`src/design/ccbd_pkg.sv`:
```
// ----------------------------------------------------------------------------
// Console CPU bus decoder package
// Shared types and constants for the decoder controller and datapath.
// ----------------------------------------------------------------------------
package ccbd_pkg;

	localparam int RAM_BYTES  = 2048;
	localparam int SRAM_BYTES = 8192;
	localparam int RAM_AW     = $clog2(RAM_BYTES);
	localparam int SRAM_AW    = $clog2(SRAM_BYTES);
	localparam int PPU_REGS   = 8;
	localparam int APU_REGS   = 32;
	localparam int PPU_AW     = $clog2(PPU_REGS);
	localparam int APU_AW     = $clog2(APU_REGS);

	localparam int IN_TDATA_W  = 40;
	localparam int OUT_TDATA_W = 16;

	localparam logic [15:0] ADDR_EXP_BASE = 16'h4020;
	localparam logic [15:0] ADDR_PRG_BASE = 16'h8000;
	localparam logic [15:0] ADDR_PRG_HI   = 16'hC000;

	localparam logic [1:0] PRG_BANKS_RESET = 2'd2;
	localparam logic [1:0] PRG_MIRROR      = 2'd1;

	typedef enum logic [2:0] {
		RGN_RAM  = 3'd0,
		RGN_PPU  = 3'd1,
		RGN_APU  = 3'd2,
		RGN_EXP  = 3'd3,
		RGN_SRAM = 3'd4,
		RGN_PRG  = 3'd5
	} region_t;

	typedef enum logic [3:0] {
		ST_CLEAR = 4'b0001,
		ST_IDLE  = 4'b0010,
		ST_HI    = 4'b0100,
		ST_DONE  = 4'b1000
	} state_t;

	typedef struct packed {
		logic clear;
		logic issue0;
		logic issue1;
		logic cap_lo;
		logic load_out;
	} ctrl_cmd_t;

	typedef struct packed {
		logic clear_last;
		logic in_word;
	} dp_stat_t;

endpackage

```
`src/design/ccbd_ctrl.sv`:
```
// ----------------------------------------------------------------------------
// Bus decoder controller
// Sequences the reset clearing pass and the one or two byte accesses of each
// transfer, and owns the handshakes of both stream sides.
// ----------------------------------------------------------------------------
module ccbd_ctrl (
	input  logic                clk,
	input  logic                arst_n,
	input  logic                s_tvalid,
	output logic                s_tready,
	output logic                m_tvalid,
	input  logic                m_tready,
	output ccbd_pkg::ctrl_cmd_t cmd,
	input  ccbd_pkg::dp_stat_t  stat
);
	import ccbd_pkg::*;

	state_t state_q;
	state_t state_nxt;
	logic   m_tvalid_q;
	logic   out_free;
	logic   accept;

	assign out_free = !m_tvalid_q || m_tready;
	assign s_tready = (state_q == ST_IDLE) && out_free;
	assign accept   = s_tvalid && s_tready;
	assign m_tvalid = m_tvalid_q;

	always_comb begin
		cmd          = '0;
		cmd.clear    = (state_q == ST_CLEAR);
		cmd.issue0   = accept;
		cmd.issue1   = (state_q == ST_HI);
		cmd.cap_lo   = (state_q == ST_HI);
		cmd.load_out = (state_q == ST_DONE);
	end

	always_comb begin
		state_nxt = state_q;
		case (state_q)
			ST_CLEAR: begin
				if (stat.clear_last) begin
					state_nxt = ST_IDLE;
				end
			end
			ST_IDLE: begin
				if (accept) begin
					state_nxt = stat.in_word ? ST_HI : ST_DONE;
				end
			end
			ST_HI: begin
				state_nxt = ST_DONE;
			end
			ST_DONE: begin
				state_nxt = ST_IDLE;
			end
			default: begin
				state_nxt = ST_CLEAR;
			end
		endcase
	end

	always_ff @(posedge clk or negedge arst_n) begin
		if (!arst_n) begin
			state_q    <= ST_CLEAR;
			m_tvalid_q <= 1'b0;
		end else begin
			state_q <= state_nxt;
			if (cmd.load_out) begin
				m_tvalid_q <= 1'b1;
			end else if (m_tready) begin
				m_tvalid_q <= 1'b0;
			end
		end
	end

endmodule

```
`config.mk`:
```
export PLATFORM = sky130hd
export DESIGN_NAME = ccbd_ctrl
export DESIGN_NICKNAME = d
export VERILOG_FILES = /design/src/design/ccbd_pkg.sv /design/src/design/ccbd_ctrl.sv
export SDC_FILE = /design/constraint.sdc
export NUM_CORES = 1
export LEC_CHECK = 0
export BUFFER_PORTS_ARGS = -buffer_cell sky130_fd_sc_hd__buf_2
export CORE_AREA = 2 2 39 41
export CTS_BUF_LIST = sky130_fd_sc_hd__clkbuf_8
export CTS_CLUSTER_DIAMETER = 100
export DETAILED_ROUTE_END_ITERATION = 10
export DIE_AREA = 0 0 41 43
export SLEW_MARGIN = 10
export SYNTH_ARGS = -nofsm -noshare
export SYNTH_HDL_FRONTEND = slang
export SYNTH_SLANG_ARGS = --single-unit
```
`constraint.sdc`:
```
create_clock -name clk -period 2 [get_ports clk]
set_input_delay 0.4 -clock clk [delete_from_list [all_inputs] [get_ports clk]]
set_output_delay 0.4 -clock clk [all_outputs]
set_load 0.02 [all_outputs]
```
==> results_dict.tcl <==
set metrics [dict create \
    syn_inst 31 \
    antenna_found_initial 0 \
    drt_wl_total_um 652 \
    synth_flop_cell "dfrtp_1" \
    drive_gt1_share_pct 40.0 \
    grt_pass1_wl_um 1090 \
    drc 0 \
    power_leakage_nw 0.210 \
    critPathMaxFanout 7 \
    syn-cell-area_um2 300 \
    stdcell_count 61 \
    synthXorXnorAreaFrac_pct 2.92 \
    coreArea_mm2 0.00138 \
    switchingPower_uw 186 \
    cts_buffers 3 \
    htree_levels 1 \
    antenna_cells 0 \
    synth_async_sr_flop_share_pct 100 \
    relSlewSlack_pct 76.3 \
    finalSetupViolations 0 \
    path_cells "nor4b_4 -> and3_1 -> buf_2" \
    synthAdderAreaFrac_pct 0 \
    ys_seq_area_share_pct 42.1 \
    firstDrtPassIters 4 \
    cp.required_ns 1.60 \
    finalNetCount 52 \
    pin_count 13 \
    synth_edf_count 0 \
    wl_per_cell_um 10.7 \
    dieHeight_um 43 \
    p_per_area_mw_per_mm2 1260 \
    synth_compound_area_share_pct 7.92 \
    vias 276 \
    ys_ff_latch 5 \
    final_common_cell "buf_2" \
    die_x_um 41 \
    placement.io_buffers 12 \
    ys_warn_count 0 \
    min-delay-path-class "in2reg" \
    rsz0062_at_grt "no" \
    first_iter_violations 6 \
    syn2layout_area_growth_pct 40.4 \
    synthMuxAreaShare_pct 0 \
    syn-num-nets 37 \
    cts-resized-gates 0 \
    fmax_mhz 533 \
    clk_latency_ns 0.22 \
    cts.path.max_buffers 2 \
    start_util_pct 21.7 \
    pwr-share-clk_pct 33.8 \
    slew_violations 0 \
    finalHoldViolations 0 \
    cpPeakStageDelay_ns 0.47 \
    place_hpwl_um 495 \
    final_cell_mix "buf_2, dfrtp_1, inv_1, clkbuf_8" \
    period_share_pct 93.9 \
    cts_tree "done" \
    synth_top_family_by_area "simple AND/OR/NAND/NOR gates" \
    globalplace.congestion 0.810 \
    globalRouteOverflowTotal 0 \
    synth.avg_cell_area_um2 9.69 \
    rows 14 \
    swShare_pct 34.9 \
    grt_pass1_vias 268 \
    cts_sinks 5 \
    status "finished clean" \
    dp.cells 56 \
    combinationalPowerShare_pct 30.5 \
    ant_nets 0 \
    p_int_uw 347 \
    synthSimpleGateAreaFrac_pct 37.9 \
    cts.clk_slew.worst_paths_ns 0.03 \
    ys_types 19 \
    dieArea_mm2 0.00176 \
    tightest_slew_ns 0.352 \
    peakVddDrop_mv 0.315 \
    seqPwrFrac_pct 35.7 \
    clockRootBuffer "clkbuf_8" \
    grtUsageTotal_pct 10.4 \
    vias_per_cell 4.52 \
    worstSetupPathType "reg2out" \
    worstSetupEndpointType "output port" \
    fin_setup_tns_ns 0 \
    fin_crit_ns 1.88 \
    drv_cap 0 \
    grt_max_degree 9 \
    worst_setup_path_start_kind "flip-flop" \
    cp_slowest_cell "dfrtp_1" \
    cp_data_arrival_time_ns 1.48 \
    skew_ns 0.000703 \
    final_core_util_pct 30.5 \
]
==> worst max-delay path, delay by kind of cell, from the launching register on <==
family        cells  cell delay [ns]
simple gates      2             0.62
flops             1             0.47
buf+inv           1             0.16
==> synth_stat cells (all sizes together), types with 2 or more instances <==
| cell | instances | area, µm² |
|---|---|---|
| and2 | 2 | 12.5 |
| a21oi | 2 | 10.0 |
| nor4b | 3 | 41.3 |
| nor3 | 2 | 10.0 |
| dfrtp | 4 | 100 |
| buf | 3 | 20.0 |
| nand2b | 2 | 12.5 |
| inv | 2 | 7.51 |
| nor4 | 2 | 12.5 |
| nand2 | 2 | 7.51 |
==> power by group through the flow <==
stage / registers, mW / logic [mW] / clock network, mW
after detailed placement: 0.192 / 0.162 / 0
after global placement: 0.189 / 0.165 / 0
final: 0.190 / 0.163 / 0.180
after global routing: 0.198 / 0.176 / 0.193
after floorplan: 0.180 / 0.128 / 0
after CTS: 0.191 / 0.165 / 0.184
==> per-stage QoR <==
step | total power, mW | hold slack, ns | area, µm² | setup slack [ns]
2_1_floorplan | 0.307 | 0.104 | 307 | 0.267
3_3_place_gp | 0.354 | 0.222 | 367 | 0.380
3_5_place_dp | 0.354 | 0.223 | 367 | 0.351
4_1_cts | 0.540 | 0.407 | 422 | 0.111
5_1_grt | 0.568 | 0.426 | 422 | 0.0350
6_report | 0.533 | 0.405 | 422 | 0.122
==> final cells by class <==
type	count	area [µm²]
Clock buffer	3	41.3
Multi-Input combinational cell	21	153
Inverter	2	7.51
Sequential cell	5	126
Tap cell	16	20.0
Fill cell	147	962
Timing Repair Buffer	13	70.1
Clock inverter	1	3.75
==> registers in the layout, summed over array words and instances, names as in the netlist <==
register,cells
state_q,4
m_tvalid,1
==> routing by layer <==
layer | up-vias | part of all wire [%] | routed length [µm] | GRT usage [%]
li1 | 134 | - | - | -
met1 | 119 | 40 | 263 | 12.4
met2 | 19 | 45 | 291 | 11.9
met3 | 4 | 8.4 | 55 | 3.14
met4 | 0 | 6.4 | 42 | 14.0
met5 | - | 0 | 0 | 0
==> cell families (layout without fill, tap and decap cells) <==
logic type      count (synthesis)  in the layout
compound gates                  4              4
flops                           5              5
simple gates                   16             16
xor+xnor                        1              1
buf+inv                         5             19
==> path summary, 6_finish.rpt <==
| kind | from | end | slack, ns | cells after the start |
|---|---|---|---|---|
| max | state_q[3] | cmd[3] | 0.12 | 3 |
| min | stat[0] | state_q[2] | 0.41 | 2 |
| max reg2reg | state_q[3] | state_q[2] | 0.73 | 3 |
| min reg2reg | m_tvalid | m_tvalid | 0.56 | 2 |
| max in group asynchronous | arst_n | state_q[0] | 1.27 | 2 |
| min in group asynchronous | arst_n | state_q[3] | 0.52 | 2 |
==> what timing repair did <==
action                    CTS  global route
buffers inserted            0             0
hold endpoints to repair    4             0
hold buffers                1             0
Note: power is estimated with default switching activity, not from simulation.
